**src/rtl/eps_pkg.sv**
```systemverilog
package eps_pkg;

  localparam int WORD_W     = 32;
  localparam int FRAC_W     = 16;
  localparam int PROD_W     = 2 * WORD_W;
  localparam int SQRT_STEPS = WORD_W;
  localparam int SQRT_CNT_W = $clog2(SQRT_STEPS);
  localparam int CFG_IDX_W  = 3;
  localparam int CFG_DATA_W = 32;

  typedef logic signed [WORD_W-1:0] word_t;
  typedef logic [WORD_W-1:0]        uword_t;
  typedef logic [PROD_W-1:0]        prod_t;

  localparam word_t WORD_MAX = {1'b0, {(WORD_W-1){1'b1}}};
  localparam word_t WORD_MIN = {1'b1, {(WORD_W-1){1'b0}}};

  // step size 0.02 and gravity 9.81, rounded to the fixed point grid
  localparam longint unsigned ONE_Q = 64'd1 << FRAC_W;
  localparam longint unsigned H_RAW = (ONE_Q * 2 + 50) / 100;
  localparam longint unsigned G_RAW = (ONE_Q * 981 + 50) / 100;
  localparam word_t H_Q   = word_t'(H_RAW);
  localparam word_t G_Q   = word_t'(G_RAW);
  localparam word_t NEG_G = word_t'(0) - G_Q;
  localparam uword_t INV_MASS_RST = uword_t'(ONE_Q);

  typedef enum logic [CFG_IDX_W-1:0] {
    REG_RUN_ENABLE,
    REG_DRAG_ENABLE,
    REG_START_POS_X,
    REG_START_POS_Y,
    REG_START_VEL_X,
    REG_START_VEL_Y,
    REG_DRAG_COEFFICIENT,
    REG_INV_MASS
  } reg_idx_t;

  typedef struct packed {
    logic   run_enable;
    logic   drag_enable;
    word_t  start_pos_x;
    word_t  start_pos_y;
    word_t  start_vel_x;
    word_t  start_vel_y;
    uword_t drag_coefficient;
    uword_t inv_mass;
  } cfg_t;

  typedef enum logic [3:0] {
    MUL_NONE,
    MUL_VX_VX,
    MUL_VY_VY,
    MUL_K_SPEED,
    MUL_VX_D,
    MUL_VY_D,
    MUL_VX_H,
    MUL_VY_H,
    MUL_FX_M,
    MUL_FY_M,
    MUL_FX_H,
    MUL_FY_H
  } mul_op_t;

  typedef enum logic [3:0] {
    FIN_NONE,
    FIN_D,
    FIN_FX,
    FIN_FY,
    FIN_PX,
    FIN_PY,
    FIN_AX,
    FIN_AY,
    FIN_VX,
    FIN_VY
  } fin_op_t;

  typedef struct packed {
    logic    clr_clip;
    logic    load;
    logic    zero_force;
    logic    rad_ld;
    logic    sqrt_start;
    logic    sqrt_step;
    mul_op_t mul_op;
    fin_op_t fin_op;
    logic    capture;
  } cmd_t;

  typedef struct packed {
    logic sqrt_done;
  } sts_t;

endpackage

```
**src/rtl/eps_intf.sv**
```systemverilog
interface eps_tick_if;
  logic valid;
  logic ready;
  logic restart;
  modport source (output valid, output restart, input ready);
  modport sink (input valid, input restart, output ready);
endinterface

interface eps_result_if;
  import eps_pkg::*;
  logic  valid;
  logic  ready;
  word_t pos_x;
  word_t pos_y;
  word_t vel_x;
  word_t vel_y;
  logic  saturated;
  modport source (output valid, output pos_x, output pos_y, output vel_x, output vel_y,
                  output saturated, input ready);
  modport sink (input valid, input pos_x, input pos_y, input vel_x, input vel_y,
                input saturated, output ready);
endinterface

interface eps_cfg_if;
  import eps_pkg::*;
  logic                  valid;
  logic                  ready;
  logic [CFG_IDX_W-1:0]  index;
  logic [CFG_DATA_W-1:0] data;
  modport source (output valid, output index, output data, input ready);
  modport sink (input valid, input index, input data, output ready);
endinterface

```
**src/rtl/eps_cfg.sv**
```systemverilog
module eps_cfg (
  input  logic                           clk,
  input  logic                           rst,
  input  logic                           wr_en,
  input  logic [eps_pkg::CFG_IDX_W-1:0]  wr_index,
  input  logic [eps_pkg::CFG_DATA_W-1:0] wr_data,
  output eps_pkg::cfg_t                  regs
);
  import eps_pkg::*;

  always_ff @(posedge clk) begin
    if (rst) begin
      regs.run_enable       <= 1'b1;
      regs.drag_enable      <= 1'b0;
      regs.start_pos_x      <= '0;
      regs.start_pos_y      <= '0;
      regs.start_vel_x      <= '0;
      regs.start_vel_y      <= '0;
      regs.drag_coefficient <= '0;
      regs.inv_mass         <= INV_MASS_RST;
    end else if (wr_en) begin
      unique case (reg_idx_t'(wr_index))
        REG_RUN_ENABLE:       regs.run_enable       <= wr_data[0];
        REG_DRAG_ENABLE:      regs.drag_enable      <= wr_data[0];
        REG_START_POS_X:      regs.start_pos_x      <= word_t'(wr_data);
        REG_START_POS_Y:      regs.start_pos_y      <= word_t'(wr_data);
        REG_START_VEL_X:      regs.start_vel_x      <= word_t'(wr_data);
        REG_START_VEL_Y:      regs.start_vel_y      <= word_t'(wr_data);
        REG_DRAG_COEFFICIENT: regs.drag_coefficient <= uword_t'(wr_data);
        REG_INV_MASS:         regs.inv_mass         <= uword_t'(wr_data);
        default: ;
      endcase
    end
  end

endmodule

```
**src/rtl/eps_ctrl.sv**
```systemverilog
module eps_ctrl (
  input  logic          clk,
  input  logic          rst,
  input  logic          in_valid,
  input  logic          in_restart,
  output logic          in_ready,
  output logic          out_valid,
  input  logic          out_ready,
  input  logic          run_enable,
  input  logic          drag_enable,
  output eps_pkg::cmd_t cmd,
  input  eps_pkg::sts_t sts
);
  import eps_pkg::*;

  typedef enum logic [4:0] {
    S_IDLE,
    S_LOAD,
    S_NODRAG,
    S_SQ_X,
    S_SQ_Y,
    S_RAD,
    S_SQRT,
    S_MKS,
    S_FIN_D,
    S_MVXD,
    S_MVYD,
    S_FFY_MVXH,
    S_MVYH,
    S_MFXM,
    S_MFYM,
    S_MFXH,
    S_MFYH,
    S_FIN_VY,
    S_DONE
  } state_t;

  state_t state, state_next;
  logic   loaded;

  assign in_ready = (state == S_IDLE);

  always_comb begin
    state_next = state;
    cmd        = '0;
    unique case (state)
      S_IDLE: begin
        if (in_valid) begin
          cmd.clr_clip = 1'b1;
          if (!run_enable) begin
            state_next = S_DONE;
          end else if (in_restart || !loaded) begin
            state_next = S_LOAD;
          end else begin
            state_next = drag_enable ? S_SQ_X : S_NODRAG;
          end
        end
      end
      S_LOAD: begin
        cmd.load   = 1'b1;
        state_next = drag_enable ? S_SQ_X : S_NODRAG;
      end
      S_NODRAG: begin
        cmd.zero_force = 1'b1;
        cmd.mul_op     = MUL_VX_H;
        state_next     = S_MVYH;
      end
      S_SQ_X: begin
        cmd.mul_op = MUL_VX_VX;
        state_next = S_SQ_Y;
      end
      S_SQ_Y: begin
        cmd.mul_op = MUL_VY_VY;
        cmd.rad_ld = 1'b1;
        state_next = S_RAD;
      end
      S_RAD: begin
        cmd.sqrt_start = 1'b1;
        state_next     = S_SQRT;
      end
      S_SQRT: begin
        cmd.sqrt_step = 1'b1;
        if (sts.sqrt_done) begin
          state_next = S_MKS;
        end
      end
      S_MKS: begin
        cmd.mul_op = MUL_K_SPEED;
        state_next = S_FIN_D;
      end
      S_FIN_D: begin
        cmd.fin_op = FIN_D;
        state_next = S_MVXD;
      end
      S_MVXD: begin
        cmd.mul_op = MUL_VX_D;
        state_next = S_MVYD;
      end
      // each state below, up to S_MFYH, finishes the previous product while starting the next
      S_MVYD: begin
        cmd.mul_op = MUL_VY_D;
        cmd.fin_op = FIN_FX;
        state_next = S_FFY_MVXH;
      end
      S_FFY_MVXH: begin
        cmd.mul_op = MUL_VX_H;
        cmd.fin_op = FIN_FY;
        state_next = S_MVYH;
      end
      S_MVYH: begin
        cmd.mul_op = MUL_VY_H;
        cmd.fin_op = FIN_PX;
        state_next = S_MFXM;
      end
      S_MFXM: begin
        cmd.mul_op = MUL_FX_M;
        cmd.fin_op = FIN_PY;
        state_next = S_MFYM;
      end
      S_MFYM: begin
        cmd.mul_op = MUL_FY_M;
        cmd.fin_op = FIN_AX;
        state_next = S_MFXH;
      end
      S_MFXH: begin
        cmd.mul_op = MUL_FX_H;
        cmd.fin_op = FIN_AY;
        state_next = S_MFYH;
      end
      S_MFYH: begin
        cmd.mul_op = MUL_FY_H;
        cmd.fin_op = FIN_VX;
        state_next = S_FIN_VY;
      end
      S_FIN_VY: begin
        cmd.fin_op = FIN_VY;
        state_next = S_DONE;
      end
      S_DONE: begin
        if (!out_valid || out_ready) begin
          cmd.capture = 1'b1;
          state_next  = S_IDLE;
        end
      end
      default: state_next = S_IDLE;
    endcase
  end

  always_ff @(posedge clk) begin
    if (rst) begin
      state     <= S_IDLE;
      loaded    <= 1'b0;
      out_valid <= 1'b0;
    end else begin
      state <= state_next;
      if (state == S_LOAD) begin
        loaded <= 1'b1;
      end
      if (cmd.capture) begin
        out_valid <= 1'b1;
      end else if (out_ready) begin
        out_valid <= 1'b0;
      end
    end
  end

endmodule

```
**src/rtl/eps_dp.sv**
```systemverilog
module eps_dp (
  input  logic           clk,
  input  logic           rst,
  input  eps_pkg::cmd_t  cmd,
  input  eps_pkg::cfg_t  regs,
  output eps_pkg::sts_t  sts,
  output eps_pkg::word_t pos_x,
  output eps_pkg::word_t pos_y,
  output eps_pkg::word_t vel_x,
  output eps_pkg::word_t vel_y,
  output logic           saturated
);
  import eps_pkg::*;

  localparam int MAG_W = PROD_W - FRAC_W;
  localparam logic [MAG_W-1:0] POS_LIM = {{(MAG_W-WORD_W){1'b0}}, WORD_MAX};
  localparam logic [MAG_W-1:0] NEG_LIM = POS_LIM + 1'b1;

  typedef logic signed [WORD_W:0] sum_t;

  function automatic uword_t mag_of(input word_t v);
    mag_of = v[WORD_W-1] ? (~uword_t'(v) + uword_t'(1)) : uword_t'(v);
  endfunction

  // architectural state
  word_t  px, py, vx, vy;
  // working registers
  word_t  fx, fy;
  uword_t drag_d;
  prod_t  p;
  logic   p_neg;
  prod_t  rad;
  logic   clip;

  // square root unit
  prod_t                 sq_rad;
  logic [WORD_W+1:0]     sq_rem;
  uword_t                sq_root;
  logic [SQRT_CNT_W-1:0] sq_cnt;
  logic [WORD_W+3:0]     sq_cur, sq_trial, sq_diff;
  logic                  sq_ge;

  uword_t mul_a, mul_b;
  logic   mul_neg;

  logic [MAG_W-1:0] mag_q;
  word_t            s_val;
  logic             s_clip;
  word_t            fin_base;
  logic             fin_sub;
  sum_t             fin_sum;
  logic             fin_ovf;
  word_t            fin_val;
  logic             d_ovf;
  uword_t           d_val;
  logic             fin_clip;

  assign sts.sqrt_done = (sq_cnt == '1);

  // restoring square root, two radicand bits per step
  assign sq_cur   = {sq_rem, sq_rad[PROD_W-1 -: 2]};
  assign sq_trial = {2'b00, sq_root, 2'b01};
  assign sq_ge    = (sq_cur >= sq_trial);
  assign sq_diff  = sq_cur - sq_trial;

  always_comb begin
    mul_a   = '0;
    mul_b   = '0;
    mul_neg = 1'b0;
    unique case (cmd.mul_op)
      MUL_VX_VX: begin
        mul_a = mag_of(vx);
        mul_b = mag_of(vx);
      end
      MUL_VY_VY: begin
        mul_a = mag_of(vy);
        mul_b = mag_of(vy);
      end
      MUL_K_SPEED: begin
        mul_a = regs.drag_coefficient;
        mul_b = sq_root;
      end
      MUL_VX_D: begin
        mul_a   = mag_of(vx);
        mul_b   = drag_d;
        mul_neg = vx[WORD_W-1];
      end
      MUL_VY_D: begin
        mul_a   = mag_of(vy);
        mul_b   = drag_d;
        mul_neg = vy[WORD_W-1];
      end
      MUL_VX_H: begin
        mul_a   = mag_of(vx);
        mul_b   = uword_t'(H_Q);
        mul_neg = vx[WORD_W-1];
      end
      MUL_VY_H: begin
        mul_a   = mag_of(vy);
        mul_b   = uword_t'(H_Q);
        mul_neg = vy[WORD_W-1];
      end
      MUL_FX_M: begin
        mul_a   = mag_of(fx);
        mul_b   = regs.inv_mass;
        mul_neg = fx[WORD_W-1];
      end
      MUL_FY_M: begin
        mul_a   = mag_of(fy);
        mul_b   = regs.inv_mass;
        mul_neg = fy[WORD_W-1];
      end
      MUL_FX_H: begin
        mul_a   = mag_of(fx);
        mul_b   = uword_t'(H_Q);
        mul_neg = fx[WORD_W-1];
      end
      MUL_FY_H: begin
        mul_a   = mag_of(fy);
        mul_b   = uword_t'(H_Q);
        mul_neg = fy[WORD_W-1];
      end
      default: ;
    endcase
  end

  // scaled product back to a signed word, clipping the magnitude
  assign mag_q = p[PROD_W-1:FRAC_W];

  always_comb begin
    s_clip = 1'b0;
    if (!p_neg) begin
      if (mag_q > POS_LIM) begin
        s_val  = WORD_MAX;
        s_clip = 1'b1;
      end else begin
        s_val = word_t'(mag_q[WORD_W-1:0]);
      end
    end else begin
      if (mag_q > NEG_LIM) begin
        s_val  = WORD_MIN;
        s_clip = 1'b1;
      end else begin
        s_val = word_t'(~mag_q[WORD_W-1:0] + 1'b1);
      end
    end
  end

  always_comb begin
    fin_base = '0;
    fin_sub  = 1'b0;
    unique case (cmd.fin_op)
      FIN_FX: fin_sub = 1'b1;
      FIN_FY: begin
        fin_base = NEG_G;
        fin_sub  = 1'b1;
      end
      FIN_PX: fin_base = px;
      FIN_PY: fin_base = py;
      FIN_VX: fin_base = vx;
      FIN_VY: fin_base = vy;
      default: ;
    endcase
  end

  assign fin_sum = fin_sub ? (sum_t'(fin_base) - sum_t'(s_val))
                           : (sum_t'(fin_base) + sum_t'(s_val));
  assign fin_ovf = (fin_sum[WORD_W] != fin_sum[WORD_W-1]);
  assign fin_val = fin_ovf ? (fin_sum[WORD_W] ? WORD_MIN : WORD_MAX)
                           : word_t'(fin_sum[WORD_W-1:0]);

  // drag factor stays unsigned, clipped to the word
  assign d_ovf    = |p[PROD_W-1:FRAC_W+WORD_W];
  assign d_val    = d_ovf ? '1 : p[FRAC_W+WORD_W-1:FRAC_W];
  assign fin_clip = (cmd.fin_op == FIN_D) ? d_ovf : (s_clip | fin_ovf);

  always_ff @(posedge clk) begin
    if (rst) begin
      px <= '0;
      py <= '0;
      vx <= '0;
      vy <= '0;
    end else if (cmd.load) begin
      px <= regs.start_pos_x;
      py <= regs.start_pos_y;
      vx <= regs.start_vel_x;
      vy <= regs.start_vel_y;
    end else begin
      unique case (cmd.fin_op)
        FIN_PX: px <= fin_val;
        FIN_PY: py <= fin_val;
        FIN_VX: vx <= fin_val;
        FIN_VY: vy <= fin_val;
        default: ;
      endcase
    end
  end

  always_ff @(posedge clk) begin
    if (cmd.clr_clip) begin
      clip <= 1'b0;
    end else if (cmd.fin_op != FIN_NONE) begin
      clip <= clip | fin_clip;
    end

    if (cmd.mul_op != MUL_NONE) begin
      p     <= prod_t'(mul_a) * prod_t'(mul_b);
      p_neg <= mul_neg;
    end

    if (cmd.zero_force) begin
      fx <= '0;
      fy <= NEG_G;
    end else begin
      unique case (cmd.fin_op) inside
        FIN_D:          drag_d <= d_val;
        FIN_FX, FIN_AX: fx     <= fin_val;
        FIN_FY, FIN_AY: fy     <= fin_val;
        default: ;
      endcase
    end

    if (cmd.rad_ld) begin
      rad <= p;
    end

    if (cmd.sqrt_start) begin
      sq_rad  <= rad + p;
      sq_rem  <= '0;
      sq_root <= '0;
      sq_cnt  <= '0;
    end else if (cmd.sqrt_step) begin
      sq_rem  <= sq_ge ? sq_diff[WORD_W+1:0] : sq_cur[WORD_W+1:0];
      sq_root <= {sq_root[WORD_W-2:0], sq_ge};
      sq_rad  <= {sq_rad[PROD_W-3:0], 2'b00};
      sq_cnt  <= sq_cnt + 1'b1;
    end

    if (cmd.capture) begin
      pos_x     <= px;
      pos_y     <= py;
      vel_x     <= vx;
      vel_y     <= vy;
      saturated <= clip;
    end
  end

endmodule

```
**src/rtl/euler_projectile_drag_step.sv**
```systemverilog
// One explicit Euler step (h = 0.02) of a 2D point mass per tick, Q16.16 with
// saturation: gravity always, quadratic drag k*|v|*v when drag_enable is set.
// The first running tick after reset, or a tick with restart, first reloads the
// start registers; with run_enable low a tick returns the held state. Ticks are
// handled one at a time. With drag, |v| comes from the 32-step square root;
// everything else goes through a single shared 32x32 multiplier, at most one
// product per cycle. The result sits in an output register, so the next tick is
// taken while it waits. Configuration writes are taken every cycle and belong
// between ticks.
module euler_projectile_drag_step (
  input  logic clk,
  input  logic rst,
  eps_tick_if.sink     tick,
  eps_result_if.source result,
  eps_cfg_if.sink      cfg
);
  import eps_pkg::*;

  cfg_t cfg_regs;
  cmd_t cmd;
  sts_t sts;

  assign cfg.ready = 1'b1;

  eps_cfg u_cfg (
    .clk      (clk),
    .rst      (rst),
    .wr_en    (cfg.valid),
    .wr_index (cfg.index),
    .wr_data  (cfg.data),
    .regs     (cfg_regs)
  );

  eps_ctrl u_ctrl (
    .clk         (clk),
    .rst         (rst),
    .in_valid    (tick.valid),
    .in_restart  (tick.restart),
    .in_ready    (tick.ready),
    .out_valid   (result.valid),
    .out_ready   (result.ready),
    .run_enable  (cfg_regs.run_enable),
    .drag_enable (cfg_regs.drag_enable),
    .cmd         (cmd),
    .sts         (sts)
  );

  eps_dp u_dp (
    .clk       (clk),
    .rst       (rst),
    .cmd       (cmd),
    .regs      (cfg_regs),
    .sts       (sts),
    .pos_x     (result.pos_x),
    .pos_y     (result.pos_y),
    .vel_x     (result.vel_x),
    .vel_y     (result.vel_y),
    .saturated (result.saturated)
  );

endmodule

```
**src/flat_wrapper.sv**
```systemverilog
// flat-port wrapper written by rule: the top's interface ports become plain ports
module euler_projectile_drag_step_flat import eps_pkg::*;
  (clk, rst, tick_valid, tick_restart, tick_ready, result_valid, result_pos_x, result_pos_y, result_vel_x, result_vel_y, result_saturated, result_ready, cfg_valid, cfg_index, cfg_data, cfg_ready);
  eps_tick_if tick_i ();
  eps_result_if result_i ();
  eps_cfg_if cfg_i ();
  input  logic clk;
  input  logic rst;
  input wire logic [$bits(tick_i.valid)-1:0] tick_valid;
  input wire logic [$bits(tick_i.restart)-1:0] tick_restart;
  output wire logic [$bits(tick_i.ready)-1:0] tick_ready;
  output wire logic [$bits(result_i.valid)-1:0] result_valid;
  output wire logic [$bits(result_i.pos_x)-1:0] result_pos_x;
  output wire logic [$bits(result_i.pos_y)-1:0] result_pos_y;
  output wire logic [$bits(result_i.vel_x)-1:0] result_vel_x;
  output wire logic [$bits(result_i.vel_y)-1:0] result_vel_y;
  output wire logic [$bits(result_i.saturated)-1:0] result_saturated;
  input wire logic [$bits(result_i.ready)-1:0] result_ready;
  input wire logic [$bits(cfg_i.valid)-1:0] cfg_valid;
  input wire logic [$bits(cfg_i.index)-1:0] cfg_index;
  input wire logic [$bits(cfg_i.data)-1:0] cfg_data;
  output wire logic [$bits(cfg_i.ready)-1:0] cfg_ready;
  assign tick_i.valid = tick_valid;
  assign tick_i.restart = tick_restart;
  assign tick_ready = tick_i.ready;
  assign result_valid = result_i.valid;
  assign result_pos_x = result_i.pos_x;
  assign result_pos_y = result_i.pos_y;
  assign result_vel_x = result_i.vel_x;
  assign result_vel_y = result_i.vel_y;
  assign result_saturated = result_i.saturated;
  assign result_i.ready = result_ready;
  assign cfg_i.valid = cfg_valid;
  assign cfg_i.index = cfg_index;
  assign cfg_i.data = cfg_data;
  assign cfg_ready = cfg_i.ready;
  euler_projectile_drag_step u_core (.clk(clk), .rst(rst), .tick(tick_i), .result(result_i), .cfg(cfg_i));
endmodule
```
**config.mk**
```make
export PLATFORM = sky130hd
export DESIGN_NAME = euler_projectile_drag_step_flat
export DESIGN_NICKNAME = d
export VERILOG_FILES = /design/src/rtl/eps_pkg.sv /design/src/rtl/eps_intf.sv /design/src/rtl/eps_cfg.sv /design/src/rtl/eps_ctrl.sv /design/src/rtl/eps_dp.sv /design/src/rtl/euler_projectile_drag_step.sv /design/src/flat_wrapper.sv
export SDC_FILE = /design/constraint.sdc
export NUM_CORES = 2
export LEC_CHECK = 0
export BUFFER_PORTS_ARGS = -buffer_cell sky130_fd_sc_hd__buf_2
export CAP_MARGIN = 10
export CORE_MARGIN = 4
export CORE_UTILIZATION = 45
export CTS_CLUSTER_SIZE = 20
export DETAILED_ROUTE_END_ITERATION = 16
export SLEW_MARGIN = 20
export SYNTH_ARGS = -nofsm -noshare
export SYNTH_HDL_FRONTEND = slang
export SYNTH_SLANG_ARGS = --single-unit
```
**constraint.sdc**
```tcl
create_clock -name clk -period 29.2 [get_ports clk]
set_input_delay 5.84 -clock clk [delete_from_list [all_inputs] [get_ports clk]]
set_output_delay 5.84 -clock clk [all_outputs]
set_load 0.01 [all_outputs]
```
**Word-level counts from Yosys, hierarchy flattened**

Cells that the tools add are included.

- $add $sub $neg: 10
- Multiply operators: 1
- Equal/unequal tests: 50
- Multiplexer cells: 50
- Magnitude comparators: 3
- Bitwise operators: 8
- Reductions and logical operators: 38

Operators with widths:

| operator | number |
|---|---|
| 32-bit two-way mux | 17 |
| 32-bit case mux with 5 select lines | 2 |
| 32-bit case mux with 6 select lines | 1 |
| 32-bit by 1-bit adder with 32-bit output, second input constant | 5 |
| 32-bit NOT | 5 |
| 64-bit two-way mux | 2 |
| 5-bit case mux with 18 select lines | 1 |
| 64-bit adder | 1 |
| 32-bit by 32-bit multiplier with 64-bit output | 1 |
| 48-bit by 31-bit greater-than comparator with 1-bit output, second input constant | 1 |
| 48-bit by 32-bit greater-than comparator with 1-bit output, second input constant | 1 |
| 4-bit case mux with 11 select lines | 1 |
| 5-bit by 4-bit == test with 1-bit output, second input constant | 8 |
| 36-bit by 34-bit greater-or-equal comparator with 1-bit output | 1 |
| 4-bit case mux with 9 select lines | 1 |
| 34-bit two-way mux | 1 |
| 34-bit subtractor | 1 |
| 32-bit by 32-bit adder with 33-bit output | 1 |
| 33-bit two-way mux | 1 |
| 32-bit by 32-bit subtractor with 33-bit output | 1 |
| 4-bit by 3-bit == test with 1-bit output, second input constant | 8 |
| 4-bit == test, second input constant | 6 |
| 5-bit by 3-bit == test with 1-bit output, second input constant | 4 |
| 5-bit == test, second input constant | 4 |
| 29 further kinds | 85 |

- Bits of input ports: 41
- Flip-flop bits (word level): 819

**Longest topological paths before layout**

- Word-level depth: 10
- Mapped depth: 50
- Depth with buffers taken out: 46

**By module**

A second synthesis with hierarchy kept.

- Cells, all modules: 8,452
- Area, all modules: 77,435.5 µm²

Modules (own cells, without submodules):

| module | cells an instance | instances | area an instance (µm²) | seq. area each (µm²) |
|---|---|---|---|---|
| eps_dp | 7,684 | 1 | 69,131.3 | 15,915.3 |
| eps_cfg | 676 | 1 | 7,686.1 | 3,883.7 |
| eps_ctrl | 90 | 1 | 606.8 | 140.1 |
| euler_projectile_drag_step | 2 | 1 | 11.3 | 0.0 |

**Worst setup path before layout**

No wires, ideal clock.

- Kind: input port to flip-flop
- Start point: input port result_ready
- End point: register u_core.u_dp.pos_x[0] (enable)
- Path buffers: 0
- Setup time: 634 ps
- Slack: 16,911 ps
- Arrival: 11,655 ps
- Stages: 2
- Cells stage by stage: nand2b_1 nor2b_1

RTL lines:

| item | line | source |
|---|---|---|
| from (decl) | flat_wrapper.sv:18 | `input wire logic [$bits(result_i.ready)-1:0] result_ready;` |
| to (signal assigned) | eps_dp.sv:240 | `pos_x <= px;` |
| to (decl) | eps_dp.sv:7 | `output eps_pkg::word_t pos_x,` |

**Worst setup path after layout**

- Start point: register u_core.u_ctrl.state[2]
- End point: register u_core.u_dp.p[60], data pin

- Longest elaborated chain between the ends: 7

RTL lines:

| item | line | source |
|---|---|---|
| from (decl) | eps_ctrl.sv:38 | `state_t state, state_next;` |
| from (signal assigned) | eps_ctrl.sv:155 | `state <= state_next;` |
| 5-bit by 4-bit == test with 1-bit output or 5-bit by 2-bit == test with 1-bit output (tied branches) | eps_ctrl.sv:46 | `unique case (state)` |
| 2-bit OR reduction (no line) | n/a |  |
| 4-bit case mux with 11 select lines (*) | eps_ctrl.sv:46 |  |
| 4-bit == test (tied with other cells) | eps_dp.sv:70 | `unique case (cmd.mul_op)` |
| 4-bit OR reduction (no line) (tied with other cells) | n/a |  |
| 32-bit case mux with 6 select lines or 32-bit case mux with 5 select lines (tied branches) | eps_dp.sv:70 |  |
| 32-bit by 32-bit multiplier with 64-bit output (*) | eps_dp.sv:207 | `p <= prod_t'(mul_a) * prod_t'(mul_b);` |
| to (signal assigned) | eps_dp.sv:207 |  |
| to (decl) | eps_dp.sv:30 | `prod_t p;` |

Every way passes the cells marked *; elsewhere a longest branch is shown, timed or not.
A chain may end at the register's enable or synchronous reset.

==> results_dict.tcl <==
set metrics [dict create \
    regArea_um2 19900 \
    fin_skew_ns 0.0400 \
    slew_headroom_pct 16.2 \
    layout-drive-gt1-share_pct 7.48 \
    startpoint_type "flop" \
    gp_congestion 1.00 \
    synth_area_leaders "fa_1 (24%), edfxtp_1 (14%), dfxtp_1 (12%), nand2_1 (6.8%), ha_1 (6.7%)" \
    ios 173 \
    fmax_mhz 73.9 \
    seqPwrFrac_pct 24.3 \
    setup_viol 0 \
    syn_to_final_growth_pct 8.70 \
    cts_resized 0 \
    syn_inst 8605 \
    drv_cap 0 \
    total_power_uw 7130 \
    clk_pin_slew_ns 0.06 \
    syn_nets 9947 \
    syn_area_per_cell_um2 8.76 \
    first_global_vias 63600 \
    clock-root-buffer "clkbuf_16" \
    rsz0062_at_grt "false" \
    use_met2_pct 48.4 \
    cts_htree_levels 3 \
    status "complete, no violations" \
    grtUsageTotal_pct 32.5 \
    vias 64900 \
    drv_slew 0 \
    p_per_area_nw_per_um2 87.0 \
    start_util_pct 45.5 \
    p_leak_uw 0.0351 \
    cts_tree "built" \
    die-area_um2 174000 \
    yosys_warnings 0 \
    ys_types 98 \
    seq_area_frac_synth_pct 26.4 \
    antenna_found_initial 20 \
    slowest_delay_ns 0.86 \
    synth_enable_flop_cells 354 \
    grt_max_degree 143 \
    comb_power_share_pct 58.9 \
    ys_async_sr_fraction_pct 0 \
    finalHoldViolCount 0 \
    synth_top_cell_area_share_pct 23.8 \
    switching_power_uw 3740 \
    numCtsBuffers 91 \
    yosys_most_used_dff "dfxtp_1" \
    viasPerCell 6.01 \
    cp.required_ns 29.65 \
    cts_buffer_depth 3 \
    holdBufCountCts 0 \
    multi_input_area_um2 50000 \
    hpwl_um 214000 \
    cp.arrival_ns 13.99 \
    yosys.area.top_type "fa_1" \
    power.internal_uw 3390 \
    fin_ws_ns 15.66 \
    syn_area_um2 75400 \
    crit_path_end_kind "flop" \
    fin_crit_ns 13.54 \
    clock-sinks 819 \
    busiest_layer "met2" \
    dp_slack_ns 15.97 \
    drt_iter0_markers 8211 \
    core_um2 166000 \
    grt_pass1_wl_um 422000 \
    grt_overflow 0 \
    use_met3_pct 8.26 \
    clock_power_share_pct 16.9 \
    p_sw_share_pct 52.4 \
    insertion_delay_ns 0.71 \
    rows 149 \
    drt-total-wl_um 287000 \
    ir_worst_vdd_v 0.0000744 \
    drcViolationCount 0 \
    gr-usage-met1_pct 45.1 \
    final_nets 9863 \
    finalSetupTns_ns 0 \
    fillCellCount 15800 \
    synth-seq-cells 819 \
    cts_setup_buffers 0 \
    io_buffers 171 \
    critPathKind "reg -> reg" \
    finalCritPeriodShare_pct 46.4 \
    die_x_um 417 \
    crit_path_frequent_cell "fa_1" \
    wl_per_cell_um 26.5 \
    hp-class "reg -> reg" \
    crit_fanout 35 \
    die_h_um 417 \
    tightestPinTransition_ns 1.26 \
    antenna_left 0 \
    cp_slowest_cell "o221a_2" \
    first_pass_iters 7 \
]
critical path: cells and delay by family (launching register included):
kind	cells	cell delay (ns)
buf+inv	7	1.20
flops	1	0.72
xor+xnor	1	0.18
compound gates	18	5.38
simple gates	6	1.02
fa+ha+maj	10	4.72
cell usage in the layout, fill, tap and decap left out, types with 42 or more instances in the layout:
cell | netlist | layout
buf_2 | 14 | 170
nor2_1 | 797 | 783
a222oi_1 | 45 | 45
fa_1 | 898 | 898
edfxtp_1 | 354 | 354
nand2_1 | 1365 | 1365
clkbuf_16 | 0 | 92
nand2b_1 | 56 | 56
a221oi_1 | 67 | 58
xnor2_1 | 146 | 143
o21a_1 | 42 | 42
nand3_1 | 77 | 76
a21oi_1 | 586 | 580
dfxtp_1 | 465 | 464
o22ai_1 | 90 | 90
o21ai_0 | 374 | 372
inv_1 | 1101 | 1100
buf_4 | 6 | 160
or3_1 | 55 | 53
xor2_1 | 172 | 170
o31ai_1 | 52 | 51
a21o_1 | 124 | 124
nand4_1 | 45 | 45
ha_1 | 403 | 403
nor3_1 | 59 | 53
power by group through the flow:
| stage | registers, uW | clock network [uW] | logic [uW] |
|---|---|---|---|
| finish | 1730 | 1200 | 4200 |
| global route | 1750 | 1260 | 4470 |
| CTS | 1720 | 1220 | 4080 |
| detailed placement | 1740 | 0 | 4060 |
| global placement | 1740 | 0 | 4030 |
| floorplan | 1610 | 0 | 2610 |
cells by family (layout without fill, tap and decap cells):
kind of cell / count (synthesis) / count (layout) / share of synthesized area (%)
simple gates: 2753 / 2753 / 15.8
compound gates: 1765 / 1765 / 15.0
buf+inv: 1611 / 1605 / 8.11
fa+ha+maj: 1302 / 1302 / 30.5
flops: 819 / 819 / 26.4
xor+xnor: 319 / 319 / 3.72
mux: 35 / 35 / 0.466
other cells: 1 / 8 / 0.00497
state kept, by name (all words and copies together), names as in the netlist, 34 cells and up:
| signal | cells |
|---|---|
| u_core.u_cfg.regs | 194 |
| u_core.u_dp.p | 64 |
| u_core.u_dp.rad | 64 |
| u_core.u_dp.sq_rad | 64 |
| u_core.u_dp.sq_rem | 34 |
Yosys cell counts, drive strengths merged (42+ instances only):
| library cell | n |
|---|---|
| nand2 | 1365 |
| inv | 1101 |
| fa | 898 |
| nor2 | 801 |
| a21oi | 602 |
| dfxtp | 465 |
| clkbuf | 459 |
| ha | 403 |
| o21ai | 386 |
| edfxtp | 354 |
| xor2 | 172 |
| xnor2 | 147 |
| a21o | 124 |
| o22ai | 90 |
| nand3 | 77 |
| a221oi | 68 |
| nor3 | 61 |
| nand2b | 56 |
| or3 | 55 |
| o31ai | 52 |
| nor4 | 51 |
| buf | 49 |
| a211oi | 45 |
| a222oi | 45 |
| nand4 | 45 |
| o21a | 42 |
layout make-up:
type | instances | area share [%]
diodes | 7 | 0.0214
clock buffers | 114 | 2.95
clock inverters | 57 | 0.849
inverters | 1103 | 5.05
multi-input cells | 6175 | 60.9
flip-flops and latches | 819 | 24.3
well taps | 2189 | 3.34
repair buffers | 331 | 2.52
path summary, 6_finish.rpt:
check,start,endpoint,slack (ns),cells after the start
max reg2reg,u_core.u_ctrl.state[2],u_core.u_dp.p[60],15.66,42
min reg2reg,u_core.u_dp.sq_rem[32],u_core.u_dp.sq_rem[32],0.45,2
min,u_core.u_dp.sq_rem[32],u_core.u_dp.sq_rem[32],0.45,2
max,u_core.u_ctrl.state[2],u_core.u_dp.p[60],15.66,42
stage by stage:
step / instance area (um2) / cells / hold slack, ns / util [%]
floorplan: 75400 / 8605 / 0.406 / -
global placement: 78800 / 10600 / 0.437 / 47.5
detailed placement: 78800 / 10600 / 0.437 / 47.5
CTS: 81900 / 10800 / 0.447 / 49.4
global route: 81900 / 10800 / 0.466 / 49.4
finish: 82000 / 10800 / 0.452 / 49.5
routing by layer:
layer	vias up	share of wire, %
met5	-	0.028
met2	3457	43
li1	28300	-
met4	14	4.9
met3	735	12
met1	32400	41
Power figures use the tool's default switching activity.
